--- src/rtl/text_console_writer_unit_macros.svh ---
// ----------------------------------------------------------------------------
// text console writer assertion macros
// Concurrent assertion wrappers, empty when SYNTHESIS is defined.
// ----------------------------------------------------------------------------
`ifndef TEXT_CONSOLE_WRITER_UNIT_MACROS_SVH
`define TEXT_CONSOLE_WRITER_UNIT_MACROS_SVH

`ifndef SYNTHESIS

// checked outside reset
`define TCW_ASSERT(label, prop, msg) \
  label: assert property (@(posedge clk) disable iff (rst) prop) else $error(msg);

// checked in every cycle, reset included
`define TCW_ASSERT_RST(label, prop, msg) \
  label: assert property (@(posedge clk) prop) else $error(msg);

`else

`define TCW_ASSERT(label, prop, msg)
`define TCW_ASSERT_RST(label, prop, msg)

`endif

`endif

--- src/rtl/tcw_pkg.sv ---
// ----------------------------------------------------------------------------
// tcw_pkg
// Shared widths, codes and command type of the text console writer.
// ----------------------------------------------------------------------------
`default_nettype none

package tcw_pkg;

  localparam int TCW_ROWS    = 25;
  localparam int TCW_COLUMNS = 80;

  localparam int TCW_ACTION_W = 2;
  localparam int TCW_CHAR_W   = 8;
  localparam int TCW_ROW_W    = 5;
  localparam int TCW_COL_W    = 7;
  localparam int TCW_CELL_W   = 16;
  localparam int TCW_COLOR_W  = 8;

  localparam int TCW_CMD_DEPTH = 2;

  // action codes
  localparam logic [TCW_ACTION_W-1:0] ACT_PUT   = 2'd0;
  localparam logic [TCW_ACTION_W-1:0] ACT_READ  = 2'd1;
  localparam logic [TCW_ACTION_W-1:0] ACT_CLEAR = 2'd2;

  localparam logic [TCW_CHAR_W-1:0] NEWLINE_CODE = 8'd10;
  localparam logic [TCW_CHAR_W-1:0] SPACE_CODE   = 8'h20;

  localparam logic [3:0] FG_GREY = 4'd7;
  localparam logic [3:0] BLACK   = 4'd0;

  localparam logic [TCW_COLOR_W-1:0] RESET_COLOR = {BLACK, FG_GREY};
  localparam logic [TCW_CELL_W-1:0]  BLANK_CELL  = {RESET_COLOR, SPACE_CODE};
  localparam logic [TCW_CELL_W-1:0]  SCROLL_FILL = {8'h00, SPACE_CODE};

  // command kinds decided by the front end
  typedef logic [2:0] kind_t;
  localparam kind_t KIND_NOP      = 3'd0;
  localparam kind_t KIND_CHAR     = 3'd1;
  localparam kind_t KIND_NEWLINE  = 3'd2;
  localparam kind_t KIND_READ     = 3'd3;
  localparam kind_t KIND_READ_OUT = 3'd4;
  localparam kind_t KIND_CLEAR    = 3'd5;

  typedef struct packed {
    kind_t                 kind;
    logic [TCW_CHAR_W-1:0] char_code;
    logic [TCW_ROW_W-1:0]  cell_row;
    logic [TCW_COL_W-1:0]  cell_column;
  } cmd_t;

endpackage

`default_nettype wire

--- src/rtl/tcw_cmd_fifo.sv ---
// ----------------------------------------------------------------------------
// tcw_cmd_fifo
// Short command queue between the front end and the back end.
// ----------------------------------------------------------------------------
`default_nettype none

module tcw_cmd_fifo (
  input  wire logic         clk,
  input  wire logic         rst,
  input  wire logic         push,
  input  wire tcw_pkg::cmd_t push_data,
  output logic              full,
  input  wire logic         pop,
  output tcw_pkg::cmd_t     pop_data,
  output logic              empty
);
  import tcw_pkg::*;

  localparam int PTR_W = (TCW_CMD_DEPTH > 1) ? $clog2(TCW_CMD_DEPTH) : 1;
  localparam int CNT_W = $clog2(TCW_CMD_DEPTH + 1);

  cmd_t             slots [TCW_CMD_DEPTH];
  logic [PTR_W-1:0] wr_ptr;
  logic [PTR_W-1:0] rd_ptr;
  logic [CNT_W-1:0] count;
  logic             do_push;
  logic             do_pop;

  assign full     = (count == CNT_W'(TCW_CMD_DEPTH));
  assign empty    = (count == '0);
  assign do_push  = push && !full;
  assign do_pop   = pop && !empty;
  assign pop_data = slots[rd_ptr];

  always_ff @(posedge clk) begin
    if (rst) begin
      wr_ptr <= '0;
      rd_ptr <= '0;
      count  <= '0;
    end else begin
      if (do_push) begin
        wr_ptr <= (wr_ptr == PTR_W'(TCW_CMD_DEPTH - 1)) ? '0 : wr_ptr + 1'b1;
      end
      if (do_pop) begin
        rd_ptr <= (rd_ptr == PTR_W'(TCW_CMD_DEPTH - 1)) ? '0 : rd_ptr + 1'b1;
      end
      if (do_push && !do_pop) begin
        count <= count + 1'b1;
      end else if (do_pop && !do_push) begin
        count <= count - 1'b1;
      end
    end
  end

  always_ff @(posedge clk) begin
    if (do_push) begin
      slots[wr_ptr] <= push_data;
    end
  end

endmodule

`default_nettype wire

--- config.mk ---
export PLATFORM = sky130hd
export DESIGN_NAME = tcw_cmd_fifo
export DESIGN_NICKNAME = d
export VERILOG_FILES = /design/src/rtl/text_console_writer_unit_macros.svh /design/src/rtl/tcw_pkg.sv /design/src/rtl/tcw_cmd_fifo.sv
export SDC_FILE = /design/constraint.sdc
export NUM_CORES = 1
export LEC_CHECK = 0
export ABC_AREA = 1
export BUFFER_PORTS_ARGS = -buffer_cell sky130_fd_sc_hd__clkbuf_2
export CAP_MARGIN = 20
export CORE_MARGIN = 3
export CORE_UTILIZATION = 46
export DETAILED_ROUTE_END_ITERATION = 8
export GPL_ROUTABILITY_DRIVEN = 1
export PLACE_DENSITY = 0.75
export SYNTH_ARGS = -nofsm -noshare
export SYNTH_HDL_FRONTEND = slang
export SYNTH_SLANG_ARGS = --single-unit
--- constraint.sdc ---
create_clock -name clk -period 2.16 [get_ports clk]
set_clock_uncertainty 0.1 [all_clocks]
set_input_delay 0.216 -clock clk [delete_from_list [all_inputs] [get_ports clk]]
set_output_delay 0.216 -clock clk [all_outputs]
set_load 0.05 [all_outputs]
Word-level counts from Yosys, hierarchy flattened
Memory sizes are Yosys's and may differ from the RTL's. A register that Yosys moved wholly into a read port is not among the register bits.
Cells that the tools add are included.
{ "totals": {"reg_bits": 4, "mem_bits_rw": 46, "memories": 1} }
{ "op_classes": {"n_addsub": 4, "eq_ne": 1, "muxes": 8, "reduce_logical": 10} }
{ "mem_list": {"columns": ["name", "words", "width", "rd", "rd_ports_with_merged_regs", "wr", "line", "text"], "rows": [
  ["slots", 2, 23, 1, 1, 1, "tcw_cmd_fifo.sv:22", "cmd_t slots [TCW_CMD_DEPTH];"]
]} }
{ "op_table": {"columns": ["op", "n"], "rows": [
  ["$mux W1", 6],
  ["$logic_and A1 B1 Y1", 4],
  ["$logic_not A1 Y1", 4],
  ["$mux W2", 2],
  ["$add A1 B1 Y1 const B", 2],
  ["$add A2 B1 Y2 const B", 1],
  ["$eq A2 B2 Y1 const B", 1],
  ["$logic_not A2 Y1", 1],
  ["$reduce_bool A2 Y1", 1],
  ["$sub A2 B1 Y2 const B", 1]
]} }

Longest topological paths before layout
{ "logic_depth": {"ltp_word": 7, "mapped_depth": 10, "ltp_nobuf": 10} }

Worst setup path after synthesis
Ideal clock, no wire load.
{ "synth_timing": {"path_type": "register to register", "from": "register count[0]", "to": "memory slots[1][0] (netlist name) (enable)", "setup_ns": 0.403, "arrival_ns": 1.521, "t_required_ns": 1.657, "slack_ns": 0.136, "stages_incl_launch_ff": 3, "path_buffers": 0, "synth_period_minus_slack_ns": 2.024, "cell_sequence": "dfxtp_1 -> o21ai_2 -> nor2_1"} }
{ "synth_via": {"elab_chain_len": 5} }
{ "synth_lines": {"columns": ["element", "line", "text"], "rows": [
  ["from (decl)", "tcw_cmd_fifo.sv:25", "logic [CNT_W-1:0] count;"],
  ["from (signal assigned)", "tcw_cmd_fifo.sv:48", "count <= count + 1'b1;"],
  ["from (signal assigned)", "tcw_cmd_fifo.sv:50", "count <= count - 1'b1;"],
  ["$eq A2 B2 Y1", "tcw_cmd_fifo.sv:29", "assign full = (count == CNT_W'(TCW_CMD_DEPTH));"],
  ["$logic_not A1 Y1", "tcw_cmd_fifo.sv:31", "assign do_push = push && !full;"],
  ["$logic_and A1 B1 Y1", "tcw_cmd_fifo.sv:31", null],
  ["$mux W1", "tcw_cmd_fifo.sv:56", "if (do_push) begin"],
  ["$mux W1 (not written as such)", "tcw_cmd_fifo.sv:57", "slots[wr_ptr] <= push_data;"],
  ["to (decl)", "tcw_cmd_fifo.sv:22", null]
]} }
No other way between the ends.

==> reports/qor.yml <==
status: "finished clean"
fin_tns_setup_ns: 0
synthXorXnorAreaFrac: 0
nets: 220
hold_viol_final: 0
pwr-share-seq: 0.432
clockBufferDepth: 2
antenna_found_initial: 0
muxShareOfSynthArea: 0.1352
hp-class: "primary input to flip-flop"
numCtsBuffers: 5
register_area_um2: 1481
cts_resized: 0
crit_path_end_kind: "output port"
gr-total-overflow: 0
worst-path-max-fanout: 10
criticalPathCategory: "flip-flop to output port"
power.clock.fraction: 0.184
grt_pass1_vias: 1219
holdWs_ns: 0.007654
synth_compound_area_frac: 0.01960
multi_input_area_um2: 382.9
antenna_cells: 0
mostFrequentLayoutCells: "clkbuf_2 (51), edfxtp_1 (46), mux2_2 (23), dlygate4sd3_1 (22), inv_1 (8)"
drc: 0
ant_nets: 0
arrival_ns: 1.60
rr_worst_depth: 9
port_buffers: 51
cp-start-kind: "flip-flop"
fin_crit_ns: 1.920
whs_path_depth: 1
switching_share: 0.3960
vdd_ir_drop_max_mv: 0.9931
critical_path_required_ns: 1.84
hpwlAfterDp_mm: 2.357
syn-cell-area_um2: 1916
clock_sinks: 51
avgSynthCellArea_um2: 17.74
fp.dieW_um: 70.53
gp_congestion: 0.7605
ys.warnings.count: 0
synth-seq-cells: 51
area_growth_pct: 34.49
rsz0062_at_grt: "no"
die_h_um: 70.53
routed_via_density: 4.793
first_iter_violations: 85
finalInstanceArea_um2: 2576
drv_slew: 0
seq_area_frac_synth: 0.7734
finalPower_w: 0.003038
nFillCells: 287
wl_per_cell_um: 14.50
synth_top_area_share: 0.7211
p_leak_nw: 1.026
synth_top_cell_by_area: "edfxtp_1"
combPwrFrac: 0.384
clock_latency_ns: 0.30
grt_pass1_wl_mm: 5.609
synth_area_leaders: "edfxtp_1 (72%), mux2_2 (14%), dfxtp_1 (5.2%), nor2_1 (1.8%), inv_1 (1.6%)"
place_area_um2: 2258
internal-power_w: 0.001835
yosysUniqueCellTypes: 16
slew_headroom: 0.8089
synth_cells: 108
first_pass_iters: 4
drive_gt1_frac: 0.4870
cts_setup_buffers: 0
power.density_nw_per_um2: 1179
cts.clk_slew.worst_paths_ns: 0.09
finalWorstSetupSlack_ns: 0.2396
synth_adder_area_share: 0.006532
switchingPower_w: 0.001203
pre_cts_slack_ns: 0.4999
synth_top_family_by_area: "multiplexers"
initial_utilization: 0.5007
tightest_slew_ns: 0.2879
final_common_cell: "clkbuf_2"
fin_crit_sh: 0.8891
die-area_um2: 4974
cts_max_level: 2
vias: 1155
fmax_ghz: 0.5207
setup-violations-final: 0
maxCapViolCount: 0
grt_max_degree: 19
core_um2: 3826
root_buffer: "clkbuf_8"
cts_tree: "done"
rows: 22
synth-simple-area-share: 0.03592
drt_wl_total_mm: 3.494
synth_nets: 136
num_io_pins: 52
grt_use_total: 0.1507
==> metal layers <==
metal	up-vias	routed length, um	track usage
li1	563	-	-
met1	542	1326	0.1700
met2	42	1888	0.2651
met3	8	204	0.03835
met4	0	76	0.07516
met5	-	0	0
==> registers in the layout, summed over array words and instances (netlist names), named ones only <==
register / flops
rd_ptr: 1
count: 2
slots: 46
wr_ptr: 1
==> power groups by stage <==
stage	Clock, W	Sequential [W]	Combinational, W
finish	0.000559	0.00131	0.00117
global route	0.000631	0.00133	0.00126
global placement	0	0.00133	0.00112
CTS	0.000580	0.00132	0.00117
floorplan	0	0.00132	0.000895
detailed placement	0	0.00134	0.00114
==> Yosys cell counts <==
| cell type | n |
|---|---|
| nand4_1 | 1 |
| ha_1 | 1 |
| mux2_2 | 23 |
| nand2_2 | 1 |
| nand3_1 | 1 |
| nor2_1 | 9 |
| and2_1 | 1 |
| buf_6 | 2 |
| inv_1 | 8 |
| o21ai_2 | 2 |
| o21ai_0 | 3 |
| dfxtp_1 | 5 |
| edfxtp_1 | 46 |
| nand2_1 | 3 |
| inv_2 | 1 |
| a21oi_1 | 1 |
==> worst max-delay path, stage by stage, from the launching register on <==
cell	delay, ns
dfxtp_1	0.45
buf_4	0.24
mux2_2	0.37
clkbuf_2	0.24
==> cell type report <==
| type | count | share of cell area |
|---|---|---|
| flip-flops and latches | 51 | 0.5750 |
| repair buffers | 79 | 0.2020 |
| multi-input cells | 46 | 0.1486 |
| clock buffers | 5 | 0.02671 |
| well taps | 48 | 0.02331 |
| inverters | 9 | 0.01311 |
| clock inverters | 3 | 0.01117 |
==> cell families (layout without fill, tap and decap cells) <==
group,count (synthesis),in the layout
and+or+nand+nor,16,16
AOI/OAI and AO/OA,6,6
adders and majority gates,1,1
muxes,23,23
DFF,51,51
buffers and inverters,11,96
==> timing repair <==
item / CTS / global route
endpoints found under the hold margin: 36 / 8
hold buffers: 18 / 4
setup endpoints to repair: 0 / 0
==> worst paths after layout <==
path	startpoint	end	slack (ns)
setup / recovery	flip-flop	pop_data[9]	0.24
hold / removal	push_data[12]	slots[0][12]	0.008
setup reg to reg	count[1]	count[1]	0.50
hold reg to reg	wr_ptr	wr_ptr	0.43
==> metrics by stage <==
stage | cells | util
global route | 241 | 0.6733
CTS | 237 | 0.6629
finish | 241 | 0.6733
detailed placement | 211 | 0.5903
global placement | 211 | 0.5903
floorplan | 108 | -
(Power assumes the default switching activity.)
