==> config.mk <==
export PLATFORM = sky130hd
export DESIGN_NAME = tcw_front
export DESIGN_NICKNAME = d
export VERILOG_FILES = /design/src/rtl/text_console_writer_unit_macros.svh /design/src/rtl/tcw_pkg.sv /design/src/rtl/tcw_front.sv
export SDC_FILE = /design/constraint.sdc
export NUM_CORES = 1
export LEC_CHECK = 0
export ABC_AREA = 1
export BUFFER_PORTS_ARGS = -buffer_cell sky130_fd_sc_hd__buf_2
export CAP_MARGIN = 15
export CORE_AREA = 2 2 39 41
export DETAILED_ROUTE_END_ITERATION = 10
export DIE_AREA = 0 0 41 43
export PLACE_DENSITY = 0.61
export SETUP_SLACK_MARGIN = 0.05
export SLEW_MARGIN = 20
export SYNTH_ARGS = -nofsm -noshare
export SYNTH_HDL_FRONTEND = slang
export SYNTH_SLANG_ARGS = --single-unit
==> constraint.sdc <==
create_clock -name vclk -period 0.8
set_clock_uncertainty 0.15 [all_clocks]
set_input_delay 0.16 -clock vclk [all_inputs]
set_output_delay 0.16 -clock vclk [all_outputs]
set_load 0.02 [all_outputs]
==> src/rtl/text_console_writer_unit_macros.svh <==
// ----------------------------------------------------------------------------
// text console writer assertion macros
// Concurrent assertion wrappers, empty when SYNTHESIS is defined.
// ----------------------------------------------------------------------------
`ifndef TEXT_CONSOLE_WRITER_UNIT_MACROS_SVH
`define TEXT_CONSOLE_WRITER_UNIT_MACROS_SVH

`ifndef SYNTHESIS

// checked outside reset
`define TCW_ASSERT(label, prop, msg) \
  label: assert property (@(posedge clk) disable iff (rst) prop) else $error(msg);

// checked in every cycle, reset included
`define TCW_ASSERT_RST(label, prop, msg) \
  label: assert property (@(posedge clk) prop) else $error(msg);

`else

`define TCW_ASSERT(label, prop, msg)
`define TCW_ASSERT_RST(label, prop, msg)

`endif

`endif

==> src/rtl/tcw_pkg.sv <==
// ----------------------------------------------------------------------------
// tcw_pkg
// Shared widths, codes and command type of the text console writer.
// ----------------------------------------------------------------------------
`default_nettype none

package tcw_pkg;

  localparam int TCW_ROWS    = 25;
  localparam int TCW_COLUMNS = 80;

  localparam int TCW_ACTION_W = 2;
  localparam int TCW_CHAR_W   = 8;
  localparam int TCW_ROW_W    = 5;
  localparam int TCW_COL_W    = 7;
  localparam int TCW_CELL_W   = 16;
  localparam int TCW_COLOR_W  = 8;

  localparam int TCW_CMD_DEPTH = 2;

  // action codes
  localparam logic [TCW_ACTION_W-1:0] ACT_PUT   = 2'd0;
  localparam logic [TCW_ACTION_W-1:0] ACT_READ  = 2'd1;
  localparam logic [TCW_ACTION_W-1:0] ACT_CLEAR = 2'd2;

  localparam logic [TCW_CHAR_W-1:0] NEWLINE_CODE = 8'd10;
  localparam logic [TCW_CHAR_W-1:0] SPACE_CODE   = 8'h20;

  localparam logic [3:0] FG_GREY = 4'd7;
  localparam logic [3:0] BLACK   = 4'd0;

  localparam logic [TCW_COLOR_W-1:0] RESET_COLOR = {BLACK, FG_GREY};
  localparam logic [TCW_CELL_W-1:0]  BLANK_CELL  = {RESET_COLOR, SPACE_CODE};
  localparam logic [TCW_CELL_W-1:0]  SCROLL_FILL = {8'h00, SPACE_CODE};

  // command kinds decided by the front end
  typedef logic [2:0] kind_t;
  localparam kind_t KIND_NOP      = 3'd0;
  localparam kind_t KIND_CHAR     = 3'd1;
  localparam kind_t KIND_NEWLINE  = 3'd2;
  localparam kind_t KIND_READ     = 3'd3;
  localparam kind_t KIND_READ_OUT = 3'd4;
  localparam kind_t KIND_CLEAR    = 3'd5;

  typedef struct packed {
    kind_t                 kind;
    logic [TCW_CHAR_W-1:0] char_code;
    logic [TCW_ROW_W-1:0]  cell_row;
    logic [TCW_COL_W-1:0]  cell_column;
  } cmd_t;

endpackage

`default_nettype wire

==> src/rtl/tcw_front.sv <==
// ----------------------------------------------------------------------------
// tcw_front
// Classifies an incoming item into a command kind for the back end.
// ----------------------------------------------------------------------------
`default_nettype none

module tcw_front #(
  parameter int ROWS    = tcw_pkg::TCW_ROWS,
  parameter int COLUMNS = tcw_pkg::TCW_COLUMNS
) (
  input  wire logic [tcw_pkg::TCW_ACTION_W-1:0] action,
  input  wire logic [tcw_pkg::TCW_CHAR_W-1:0]   char_code,
  input  wire logic [tcw_pkg::TCW_ROW_W-1:0]    cell_row,
  input  wire logic [tcw_pkg::TCW_COL_W-1:0]    cell_column,
  output tcw_pkg::cmd_t                         cmd
);
  import tcw_pkg::*;

  logic in_range;

  assign in_range = (32'(cell_row) < ROWS) && (32'(cell_column) < COLUMNS);

  always_comb begin
    cmd.char_code   = char_code;
    cmd.cell_row    = cell_row;
    cmd.cell_column = cell_column;
    case (action)
      ACT_PUT: begin
        cmd.kind = (char_code == NEWLINE_CODE) ? KIND_NEWLINE : KIND_CHAR;
      end
      ACT_READ: begin
        // reads off the screen give zero without touching the store
        cmd.kind = in_range ? KIND_READ : KIND_READ_OUT;
      end
      ACT_CLEAR: begin
        cmd.kind = KIND_CLEAR;
      end
      default: begin
        cmd.kind = KIND_NOP;
      end
    endcase
  end

endmodule

`default_nettype wire

* Yosys cells after proc, flatten, opt, wreduce, memory -nomap -nowiden
Cells that the tools add are included.
Cells by class: reduce and logical (&&, ||, !) cells 2, muxes and demuxes 3, magnitude comparators 2, eq/ne operators 3
Operator list (count):
- 3-bit case mux with 3 select lines | 1
- 8-bit by 4-bit equality test with 1-bit output, second input constant | 1
- 7-bit < comparator, second input constant | 1
- 5-bit < comparator, second input constant | 1
- 3-bit two-way mux | 1
- 2-bit by 1-bit equality test with 1-bit output, second input constant | 1
- 2-bit equality test, second input constant | 1
- 2-bit logical NOT | 1
- 2-bit two-way mux | 1
- 1-bit logical AND | 1
Word-level totals: flip-flop bits (word level) 0, logic and storage cells 10, input bits 22, output and inout port bits 23

* Longest topological paths before layout
depth in word-level cells 4, mapped depth 6, mapped depth without buffers 6

* Least setup slack after synthesis
OpenSTA, ideal clock, no wires.
kind input to output, start input char_code[5] (netlist name), end output cmd[21] (netlist name), path buffers 0, data required time 490 ps, arrival 610 ps, setup slack -120 ps, stages on the path 5, cells stage by stage nor2_1 -> nand3_1 -> nor2_1 -> nand2_1 -> nand2_1
RTL lines:
- start, declared | RTL line tcw_front.sv:12 | input wire logic [tcw_pkg::TCW_CHAR_W-1:0] char_code,
- end, declared | RTL line tcw_front.sv:15 | output tcw_pkg::cmd_t cmd

==> flow_summary.html <==
<table>
<tr><th>Metric</th><th>Value</th></tr>
<tr><th colspan="2">Detailed routing</th></tr>
<tr><td>Number of optimization iterations in the first detailed-route pass</td><td>4</td></tr>
<tr><td>Via count</td><td>313</td></tr>
<tr><td>Mean number of vias per cell</td><td>3.913</td></tr>
<tr><td>Mean routed wirelength per cell</td><td>7.838 um</td></tr>
<tr><td>Antenna viol nets, final</td><td>0</td></tr>
<tr><td>Count of routing violations after the opening detailed-route iteration</td><td>1</td></tr>
<tr><td>Final wirelength</td><td>627 um</td></tr>
<tr><td>Remaining DRCs</td><td>0</td></tr>
<tr><th colspan="2">Finish</th></tr>
<tr><td>Final-layout clock buffer total</td><td>0</td></tr>
<tr><td>Area taken by flip-flops and latches</td><td>0 sq um</td></tr>
<tr><td>Relative area change from synthesis to final layout</td><td>68.87%</td></tr>
<tr><td>Layout Nets</td><td>88</td></tr>
<tr><td>Fraction of layout cells with a size suffix above 1</td><td>79.69%</td></tr>
<tr><td>Seq_cells</td><td>0</td></tr>
<tr><td>Final instance area</td><td>447.9 sq um</td></tr>
<tr><td>Final Non-Filler Cells</td><td>80</td></tr>
<tr><td>Diodes inserted</td><td>0</td></tr>
<tr><td>Final Util</td><td>32.37%</td></tr>
<tr><th colspan="2">Synthesis</th></tr>
<tr><td>Post-synthesis cell count</td><td>47</td></tr>
<tr><td>Synthesized area</td><td>265.3 sq um</td></tr>
<tr><td>Number of distinct library cells after synthesis</td><td>8</td></tr>
<tr><td>Area share of the largest cell type after synthesis</td><td>56.60%</td></tr>
<tr><td>Sequential area share after synthesis</td><td>0%</td></tr>
<tr><td>Total number of yosys warnings</td><td>0</td></tr>
<tr><td>Post-synth top area cell</td><td>buf_4</td></tr>
<tr><td>Mean Syn Cell Area</td><td>5.644 sq um</td></tr>
<tr><td>Net Count, Synth</td><td>69</td></tr>
<tr><td>Cell types occupying the most area after synthesis</td><td>buf_4, nand2_1, inv_1</td></tr>
<tr><th colspan="2">Floorplan</th></tr>
<tr><td>Die Ht</td><td>43 um</td></tr>
<tr><td>Core box area</td><td>1384 sq um</td></tr>
<tr><td>Horizontal extent of the die</td><td>41 um</td></tr>
<tr><td>Boundary Pins</td><td>45</td></tr>
<tr><td>Full die area</td><td>1763 sq um</td></tr>
<tr><td>Initial core utilization</td><td>19.17%</td></tr>
<tr><td>Cell row count</td><td>14</td></tr>
<tr><th colspan="2">Setup path</th></tr>
<tr><td>Crit path from</td><td>char_code[5]</td></tr>
<tr><td>Worst setup SP type</td><td>input pin</td></tr>
<tr><td>Worst setup EP type</td><td>primary output</td></tr>
<tr><td>Path type of the worst setup path</td><td>in -&gt; out</td></tr>
<tr><td>Worst endpoint required time</td><td>0.49 ns</td></tr>
<tr><td>Max FO, Critical Path</td><td>2</td></tr>
<tr><td>Critical path capture point</td><td>cmd[20]</td></tr>
<tr><td>Arrival time of the worst setup path</td><td>0.81 ns</td></tr>
<tr><th colspan="2">Pwr</th></tr>
<tr><td>VDD IR-drop max</td><td>0.1603 mV</td></tr>
<tr><td>Power per unit of standard cell area</td><td>619.7 nW/um^2</td></tr>
<tr><td>Leakage power figure</td><td>0.2539 nW</td></tr>
<tr><th colspan="2">STA</th></tr>
<tr><td>Worst slew slack as a fraction of its limit</td><td>88.81%</td></tr>
<tr><td>Final hold vios</td><td>0</td></tr>
<tr><td>Setup Viol. Count Final</td><td>3</td></tr>
<tr><td>Min cycle time layout</td><td>1.116 ns</td></tr>
<tr><td>Setup repair after global routing missed its margin</td><td>true</td></tr>
<tr><td>Highest clock frequency the design can meet</td><td>896.2 MHz</td></tr>
<tr><td>Final Cycle Share</td><td>139.5%</td></tr>
<tr><td>Number of slew-limit violations in the final report</td><td>0</td></tr>
<tr><td>Post-route worst hold slack</td><td>0.1701 ns</td></tr>
<tr><td>Worst-Margin Slew</td><td>0.1674 ns</td></tr>
<tr><td>Setup slack after layout</td><td>-0.3158 ns</td></tr>
<tr><th colspan="2">Place</th></tr>
<tr><td>Port bufs</td><td>37</td></tr>
<tr><td>Cell Area, Placed</td><td>345.3 sq um</td></tr>
<tr><td>Cell count after placement</td><td>80</td></tr>
<tr><td>Final GP Congestion</td><td>0.7115</td></tr>
<tr><td>Placed wire-length estimate after detailed placement</td><td>534.9 um</td></tr>
<tr><th colspan="2">Clocking</th></tr>
<tr><td># hold bufs at CTS</td><td>0</td></tr>
<tr><td># Post-CTS Setup Buffers</td><td>0</td></tr>
<tr><th colspan="2">Global routing</th></tr>
<tr><td>Initial antenna violation count</td><td>0</td></tr>
<tr><td>Total overflow reported by the global router</td><td>0</td></tr>
<tr><td>Via count of the first global-routing pass</td><td>243</td></tr>
<tr><td>Met1 track utilization from global routing</td><td>6.329%</td></tr>
<tr><td>Highest-utilization routing layer at the global route stage</td><td>met2</td></tr>
<tr><td>Largest net degree at the start of global routing</td><td>4</td></tr>
<tr><td>First-pass GRT wire length</td><td>828 um</td></tr>
<tr><td>GRT Resource Usage Total</td><td>6.294%</td></tr>
<tr><td>Met3 Use GR</td><td>0.5236%</td></tr>
<tr><td>Met2 usage in global routing</td><td>13.13%</td></tr>
<tr><th colspan="2">Run status</th></tr>
<tr><td>Failing checks</td><td>setup timing</td></tr>
<tr><td>Result of the run</td><td>finished, violations left</td></tr>
<tr><th colspan="2">Hold path</th></tr>
<tr><td>Path category of the worst min-delay check</td><td>in -&gt; out</td></tr>
<tr><td>Origin of the worst min-delay path</td><td>cell_column[2]</td></tr>
<tr><th colspan="2">Flow run</th></tr>
<tr><td>Number of maximum-capacitance constraint violations</td><td>0</td></tr>
</table>
-- cell usage in the layout, fill, tap and decap left out --
cell      instances
nor2_2            1
nand3_2           2
nor2_1            1
o21ai_2           1
inv_1             5
nor2_4            4
o21bai_1          1
nand2_2           6
buf_2            26
buf_6            10
buf_8             1
nand2_1           6
-- synth_stat cells --
| cell | number |
|---|---|
| buf_4 | 20 |
| o21ai_2 | 1 |
| o21bai_1 | 1 |
| nand3_1 | 2 |
| nor2_1 | 5 |
| nand2_1 | 12 |
| inv_1 | 5 |
| nor2_2 | 1 |
-- cell type report --
class | instances | area (sq um)
fillers | 154 | 935.9
repair buffers | 37 | 257.7
multi-input cells | 22 | 151.4
well taps | 16 | 20.02
inverters | 5 | 18.77
-- logic make-up (layout without fill, tap and decap cells) --
kind of cell	count (synthesis)	count (layout)	synth area share, %
AOI/OAI and AO/OA	2	2	6.134
buffers and inverters	25	42	63.68
and+or+nand+nor	20	20	30.19
-- power breakdown --
part / internal (mW) / switching [mW] / leakage, nW
clock: 0 / 0 / 0
combinational: 0.130 / 0.148 / 0.254
sequential: 0 / 0 / 0
total: 0.130 / 0.148 / 0.254
-- stage by stage --
step	worst slack (ns)	TNS (ns)	power, mW
floorplan	-0.09524	-0.2375	0.2003
detailed placement	-0.3583	-1.022	0.2227
CTS	-0.3106	-0.8616	0.2647
global placement	-0.3473	-0.9917	0.2204
finish	-0.3158	-0.8480	0.2776
global route	-0.3460	-0.9744	0.2990
-- worst max-delay path, cell delays in order --
cell and delay (ns):
buf_6 0.10, nor2_4 0.09, nand3_2 0.08, o21bai_1 0.18, nand2_2 0.07, buf_6 0.13
-- metal layers --
metal	share of wire [%]	wire length, um
met4	0	0
met3	12	75
met1	31	192
met5	0	0
met2	57	359
-- worst min path at each step --
stage,depth (start not counted),end,slack [ns]
2_1_floorplan,1,cmd[0],0.28
3_3_place_gp,0,cmd[0],0.17
3_5_place_dp,0,cmd[0],0.17
4_1_cts,0,cmd[0],0.17
5_1_grt,0,cmd[1],0.17
6_report,0,cmd[2],0.17
-- timing repair --
action	4_1_cts	5_1_grt
endpoints found under the setup margin	3	4
resized for setup	17	8
gates cloned	0	0
pin swaps	8	7
hold endpoints to repair	0	0
Power figures use the tool's default switching activity.
